--- src/sv/lxrg_pkg.sv ---
package lxrg_pkg;

  localparam int WORD_BITS = 15;
  localparam int INDEX_W   = 8;
  localparam int RANGE_W   = WORD_BITS + 1;
  localparam int DIV_CNT_W = $clog2(RANGE_W);

  localparam logic [RANGE_W-1:0]   WORD_SPAN = RANGE_W'(1) << WORD_BITS;
  localparam logic [WORD_BITS-1:0] WORD_MASK = {WORD_BITS{1'b1}};

  // Conditioned seed positions are COND_FIRST + COND_STEP * k for k below WORD_BITS.
  localparam int COND_FIRST = 14;
  localparam int COND_STEP  = 11;

  localparam logic [1:0] OP_LOAD    = 2'd0;
  localparam logic [1:0] OP_NEXT    = 2'd1;
  localparam logic [1:0] OP_BOUNDED = 2'd2;

  // A seed word at a conditioned position keeps only the bits below its
  // leading bit, and that leading bit is forced to one.
  function automatic logic [WORD_BITS-1:0] cond_seed(input logic [INDEX_W-1:0] idx,
                                                     input logic [WORD_BITS-1:0] w);
    logic [WORD_BITS-1:0] res;
    logic [WORD_BITS-1:0] top;
    res = w;
    for (int k = 0; k < WORD_BITS; k++) begin
      top = WORD_BITS'(1) << (WORD_BITS - 1 - k);
      if (idx == INDEX_W'(COND_FIRST + COND_STEP * k)) begin
        res = (w & (top - WORD_BITS'(1))) | top;
      end
    end
    return res;
  endfunction

endpackage

--- src/sv/lxrg_ram.sv ---
module lxrg_ram #(
  parameter int WIDTH  = 15,
  parameter int DEPTH  = 250,
  parameter int ADDR_W = $clog2(DEPTH)
) (
  input  logic              clk,
  input  logic              wr_en,
  input  logic [ADDR_W-1:0] wr_addr,
  input  logic [WIDTH-1:0]  wr_data,
  input  logic [ADDR_W-1:0] rd_addr,
  output logic [WIDTH-1:0]  rd_data
);

  logic [WIDTH-1:0] mem [DEPTH];

  always_ff @(posedge clk) begin
    if (wr_en) begin
      mem[wr_addr] <= wr_data;
    end
    rd_data <= mem[rd_addr];
  end

endmodule

--- src/sv/lagged_xor_random_generator.sv ---
// Lagged-XOR random generator over a table of TABLE_WORDS words.
// Input channel (in_valid/in_ready) takes one item per transaction: op selects
// a seed load (seed_index, seed_word), a plain draw, or a draw bounded below
// range_limit. Every table word must be loaded before the first draw.
// Output channel (out_valid/out_ready) carries one value for each draw; a load
// produces nothing. The result sits in an output register until taken.
// A load completes in its accept cycle. A plain draw passes S_RD_Q, S_WR and
// S_OUT to reach the output register, and the next item is taken only back in
// S_IDLE, so plain draws do not overlap. The single table read port is used
// twice (the word at the pointer, then the word LAG positions ahead) and then
// the XOR is written back.
// A bounded draw first runs the RANGE_W-bit bit-serial remainder unit in S_PREP
// to find the rejection limit, then S_RD_P, S_RD_Q and S_WR per raw draw
// (repeated while draws are rejected, at most 4 * TABLE_WORDS raw draws), then
// S_MOD for the final remainder and S_OUT to reach the output register.
// The block takes a new item only between items, so a stalled receiver holds
// the block once the next result is ready. Reset clears the pointer and the
// output valid; the table contents are not cleared.
module lagged_xor_random_generator #(
  parameter int TABLE_WORDS = 250,
  parameter int LAG         = 103
) (
  input  logic                            clk,
  input  logic                            rst,
  input  logic                            in_valid,
  output logic                            in_ready,
  input  logic [1:0]                      op,
  input  logic [lxrg_pkg::INDEX_W-1:0]    seed_index,
  input  logic [lxrg_pkg::WORD_BITS-1:0]  seed_word,
  input  logic [lxrg_pkg::RANGE_W-1:0]    range_limit,
  output logic                            out_valid,
  input  logic                            out_ready,
  output logic [lxrg_pkg::WORD_BITS-1:0]  value
);

  localparam int PTR_W   = $clog2(TABLE_WORDS);
  localparam int LAG_MOD = LAG % TABLE_WORDS;
  localparam int TRY_W   = $clog2(4 * TABLE_WORDS);
  localparam int WB      = lxrg_pkg::WORD_BITS;
  localparam int RW      = lxrg_pkg::RANGE_W;

  typedef enum logic [6:0] {
    S_IDLE = 7'b0000001,
    S_PREP = 7'b0000010,
    S_RD_P = 7'b0000100,
    S_RD_Q = 7'b0001000,
    S_WR   = 7'b0010000,
    S_MOD  = 7'b0100000,
    S_OUT  = 7'b1000000
  } state_t;

  state_t                           state;
  logic [PTR_W-1:0]                 pointer;
  logic                             is_bounded;
  logic [RW-1:0]                    rng;
  logic [RW-1:0]                    dvd;
  logic [RW-1:0]                    rem;
  logic [lxrg_pkg::DIV_CNT_W-1:0]   div_cnt;
  logic [WB-1:0]                    limit;
  logic [TRY_W-1:0]                 tries;
  logic [WB-1:0]                    word_p;
  logic [WB-1:0]                    result;

  logic                             out_free;
  logic [PTR_W-1:0]                 ptr_inc;
  logic [PTR_W:0]                   q_sum;
  logic [PTR_W-1:0]                 q_addr;
  logic [WB-1:0]                    draw;
  logic [RW:0]                      rem_sh;
  logic [RW-1:0]                    rem_step;
  logic                             div_last;
  logic [RW-1:0]                    rng_eff;
  logic                             seed_in_range;
  logic                             ram_wr_en;
  logic [PTR_W-1:0]                 ram_wr_addr;
  logic [WB-1:0]                    ram_wr_data;
  logic [PTR_W-1:0]                 ram_rd_addr;
  logic [WB-1:0]                    ram_rd_data;

  assign in_ready = (state == S_IDLE);
  assign out_free = !out_valid || out_ready;

  always_comb begin
    ptr_inc = (pointer == PTR_W'(TABLE_WORDS - 1)) ? '0 : pointer + PTR_W'(1);
    q_sum   = {1'b0, pointer} + (PTR_W + 1)'(LAG_MOD);
    if (q_sum >= (PTR_W + 1)'(TABLE_WORDS)) begin
      q_addr = PTR_W'(q_sum - (PTR_W + 1)'(TABLE_WORDS));
    end else begin
      q_addr = PTR_W'(q_sum);
    end
  end

  assign draw = word_p ^ ram_rd_data;

  // One restoring step of the remainder unit: shift in the next dividend bit.
  always_comb begin
    rem_sh = {rem, dvd[RW-1]};
    if (rem_sh >= {1'b0, rng}) begin
      rem_step = RW'(rem_sh - {1'b0, rng});
    end else begin
      rem_step = RW'(rem_sh);
    end
    div_last = (div_cnt == lxrg_pkg::DIV_CNT_W'(RW - 1));
  end

  // A zero range or one above the word span means the full word span.
  always_comb begin
    if (range_limit == '0 || range_limit > lxrg_pkg::WORD_SPAN) begin
      rng_eff = lxrg_pkg::WORD_SPAN;
    end else begin
      rng_eff = range_limit;
    end
  end

  assign seed_in_range = (11'(seed_index) < 11'(TABLE_WORDS));

  always_comb begin
    ram_wr_en   = 1'b0;
    ram_wr_addr = PTR_W'(seed_index);
    ram_wr_data = lxrg_pkg::cond_seed(seed_index, seed_word);
    if (state == S_WR) begin
      ram_wr_en   = 1'b1;
      ram_wr_addr = pointer;
      ram_wr_data = draw;
    end else if (state == S_IDLE && in_valid && op == lxrg_pkg::OP_LOAD && seed_in_range) begin
      ram_wr_en = 1'b1;
    end
    ram_rd_addr = (state == S_RD_Q) ? q_addr : pointer;
  end

  lxrg_ram #(
    .WIDTH (WB),
    .DEPTH (TABLE_WORDS)
  ) u_table (
    .clk     (clk),
    .wr_en   (ram_wr_en),
    .wr_addr (ram_wr_addr),
    .wr_data (ram_wr_data),
    .rd_addr (ram_rd_addr),
    .rd_data (ram_rd_data)
  );

  always_ff @(posedge clk) begin
    if (rst) begin
      state     <= S_IDLE;
      pointer   <= '0;
      out_valid <= 1'b0;
    end else begin
      // In S_OUT the output register is refilled or held by the case below.
      if (out_valid && out_ready && state != S_OUT) begin
        out_valid <= 1'b0;
      end
      case (state)
        S_IDLE: begin
          // The read of the word at the pointer is issued in this cycle.
          if (in_valid) begin
            case (op)
              lxrg_pkg::OP_LOAD: begin
                pointer <= '0;
              end
              lxrg_pkg::OP_NEXT: begin
                is_bounded <= 1'b0;
                state      <= S_RD_Q;
              end
              lxrg_pkg::OP_BOUNDED: begin
                is_bounded <= 1'b1;
                rng        <= rng_eff;
                dvd        <= lxrg_pkg::WORD_SPAN;
                rem        <= '0;
                div_cnt    <= '0;
                tries      <= '0;
                state      <= S_PREP;
              end
              default: begin
              end
            endcase
          end
        end
        S_PREP: begin
          rem     <= rem_step;
          dvd     <= dvd << 1;
          div_cnt <= div_cnt + lxrg_pkg::DIV_CNT_W'(1);
          if (div_last) begin
            limit <= lxrg_pkg::WORD_MASK - WB'(rem_step);
            state <= S_RD_P;
          end
        end
        S_RD_P: begin
          state <= S_RD_Q;
        end
        S_RD_Q: begin
          word_p <= ram_rd_data;
          state  <= S_WR;
        end
        S_WR: begin
          pointer <= ptr_inc;
          tries   <= tries + TRY_W'(1);
          if (!is_bounded) begin
            result <= draw;
            state  <= S_OUT;
          end else if (draw <= limit || tries == TRY_W'(4 * TABLE_WORDS - 1)) begin
            dvd     <= {1'b0, draw};
            rem     <= '0;
            div_cnt <= '0;
            state   <= S_MOD;
          end else begin
            state <= S_RD_P;
          end
        end
        S_MOD: begin
          rem     <= rem_step;
          dvd     <= dvd << 1;
          div_cnt <= div_cnt + lxrg_pkg::DIV_CNT_W'(1);
          if (div_last) begin
            result <= WB'(rem_step);
            state  <= S_OUT;
          end
        end
        S_OUT: begin
          if (out_free) begin
            value     <= result;
            out_valid <= 1'b1;
            state     <= S_IDLE;
          end
        end
        default: begin
          state <= S_IDLE;
        end
      endcase
    end
  end

endmodule

--- config.mk ---
export PLATFORM = sky130hd
export DESIGN_NAME = lagged_xor_random_generator
export DESIGN_NICKNAME = d
export VERILOG_FILES = /design/src/sv/lxrg_pkg.sv /design/src/sv/lxrg_ram.sv /design/src/sv/lagged_xor_random_generator.sv
export SDC_FILE = /design/constraint.sdc
export NUM_CORES = 2
export LEC_CHECK = 0
export BUFFER_PORTS_ARGS = -buffer_cell sky130_fd_sc_hd__buf_2
export CORE_ASPECT_RATIO = 0.6
export CORE_MARGIN = 2
export CORE_UTILIZATION = 40
export CTS_CLUSTER_DIAMETER = 200
export DETAILED_ROUTE_END_ITERATION = 6
export SYNTH_ARGS = -nofsm -noshare
export SYNTH_HDL_FRONTEND = slang
export SYNTH_SLANG_ARGS = --single-unit
--- constraint.sdc ---
create_clock -name clk -period 53 [get_ports clk]
set_clock_uncertainty 0.15 [all_clocks]
set_input_delay 10.6 -clock clk [delete_from_list [all_inputs] [get_ports clk]]
set_output_delay 10.6 -clock clk [all_outputs]
set_load 0.01 [all_outputs]
==> metrics.csv <==
metric;value;unit
CP arrival;16160;ps
area added between synthesis and finish;11.5;%
WS Path Type;in2reg;
post-route cell area;179000;sq um
largest area contributor in the netlist;edfxtp_1;
worst IR drop on VDD;0.0000245;V
DP Worst Slack;36580;ps
GRT Util Overall;25.4;%
Fin Hold WS;278;ps
Top-Level Pins;62;
Die ar.;406000;sq um
post-route ant nets;0;
failing checks;DRC, capacitance limit, slew limit;
post-CTS sizing;0;
R2R setup slack;42880;ps
synth warn;0;
Cell Area, Synth;160000;sq um
Root Buffer;clkbuf_16;
Max-Cap Viols;2;
CTS Buf Count;344;
Worst EP required;53450;ps
later-pin clock latency in the skew report;960;ps
layout cells sized above 1;9.49;%
HP Class;reg2reg;
WL met2;206000;um
Leak;58.5;nW
run status;finished, violations left;
WL met3;91900;um
IO buf count;61;
Pwr Total;7.10;mW
CTS Hold Bufs;0;
Non-Filler Instances;17400;
First-pass DRT Iterations;7;
Clock Path Buffers;4;
Worst-Margin Slew;1550;ps
DR top layer;met5;
DIE HEIGHT;495;um
dpl cell area;168000;sq um
final hold vios;0;
number of flops mapped to enable cells by yosys;3873;
met1 wire length;227000;um
asr flop ratio synth;0;%
TritonCTS Sinks;3904;
area of the core;400000;sq um
Clock Pin Slew Worst Setup and Hold Paths;70;ps
Final period util;29.6;%
Syn Nets;11900;
syn_area_per_cell;13.6;sq um
Final Wtd Congestion;0.996;
Seq/Total Area, Yosys;72.9;%
Top FF cell, synth;edfxtp_1;
setup ws final;37290;ps
row cnt;180;
post-layout min period;15710;ps
final setup fails;0;
Core Util, Final;44.7;%
vias;107000;
setup TNS;0;ps
largest net degree at the start of global routing;166;
H-tree levels;5;
cell count after synthesis;11800;
initial antenna violation count;42;
Starting Density;40.1;%
Slew Viols, Final;5;
Cell variety after synth;87;
Crit Path Max Fanout;67;
Setup crit end kind;flip-flop;
Fmax;63.6;MHz
Synth top area share;72.5;%
DP Cell Count;16700;
vias in the first global route;96200;
Die X;822;um
CTS tree;yes;
first-pass GRT wire length;745000;um
Routed WL;536000;um
Area contributors post-synth;edfxtp_1 (72%), nand2_1 (5.7%), mux2i_1 (2.6%), nand3_1 (2.0%), a2111oi_0 (1.6%);
DRC;2;
pwr dens;39.7;nW/um^2
Max transition margin;-4.56;%
Nets;11800;
synthesis-stage register bit count;3904;
RSZ-0062 raised after global routing;false;
initial drt markers;18800;
hpwl dp;334000;um
GRT overflow;0;
Routed WL per cell;30.8;um
crit start category;primary input;
vias per cell;6.16;
total setup buffers inserted after CTS;0;
==> registers in the layout (all words and copies together) (netlist names), 15 cells and up <==
| signal | count |
|---|---|
| rem | 16 |
| u_table.rd_data | 15 |
| result | 15 |
| limit | 15 |
| dvd | 16 |
| u_table.mem | 3750 |
| rng | 16 |
| value | 15 |
| word_p | 15 |
==> Yosys cell counts (162+ instances only) <==
cell       instances
and2_1           375
a31oi_1          331
edfxtp_1        3873
o21ai_0          292
a2111oi_0        300
nand4_1          162
nand3_1          628
mux2i_1          413
clkbuf_1         605
nor2_1           455
a21oi_1          401
nand2_1         2417
==> power by group <==
part           internal, mW  switching [mW]
clock network          1.39            1.15
registers              3.43          0.0211
logic                 0.288           0.811
==> area by class of cell <==
cell class / instances / area (sq um)
diodes: 25 / 62.6
clock buffers: 419 / 9180
clock inverters: 192 / 1810
fillers: 35400 / 221000
inverters: 68 / 255
multi-input cells: 6955 / 40500
flip-flops and latches: 3904 / 117000
well taps: 5369 / 6720
repair buffers: 458 / 3540
==> cells by family after synthesis <==
family                   share of synthesized area (%)
AO/OA/AOI/OAI                                     8.56
XOR/XNOR                                         0.229
adder cells (fa/ha/maj)                          0.332
buffers and inverters                             2.34
flip-flops                                        72.9
multiplexers                                      3.45
AND/OR/NAND/NOR                                   12.2
==> final timing paths <==
path | startpoint | to | cells after the start
min reg2reg | result[5] | value[5] | 0
max | seed_index[0] | u_table.mem[238][12] | 11
min | result[5] | value[5] | 0
max reg2reg | pointer[1] | u_table.rd_data[9] | 16
==> placed cells by master (no fill, tap or decap), types with 330 or more instances in the layout <==
cell,netlist,final
nor2_1,455,429
nand2_1,2417,2400
a21oi_1,401,397
nand3_1,628,626
clkbuf_16,0,356
edfxtp_1,3873,3873
and2_1,375,374
a31oi_1,331,330
buf_4,9,371
mux2i_1,413,413
==> layer usage <==
metal / global-route usage (%) / up-vias
li1: - / 44700
met1: 39.2 / 53900
met2: 32.5 / 7694
met3: 11.3 / 725
met4: 5.13 / 18
met5: 0 / -
==> critical path: stages <==
cell	delay (ps)
buf_2	260
nand2b_1	310
o22ai_1	140
a21o_1	280
nor2_1	320
nand4_1	280
a31o_2	340
o32ai_4	740
buf_4	850
buf_4	870
buf_4	830
No activity file was read; power rests on OpenSTA's default activity.
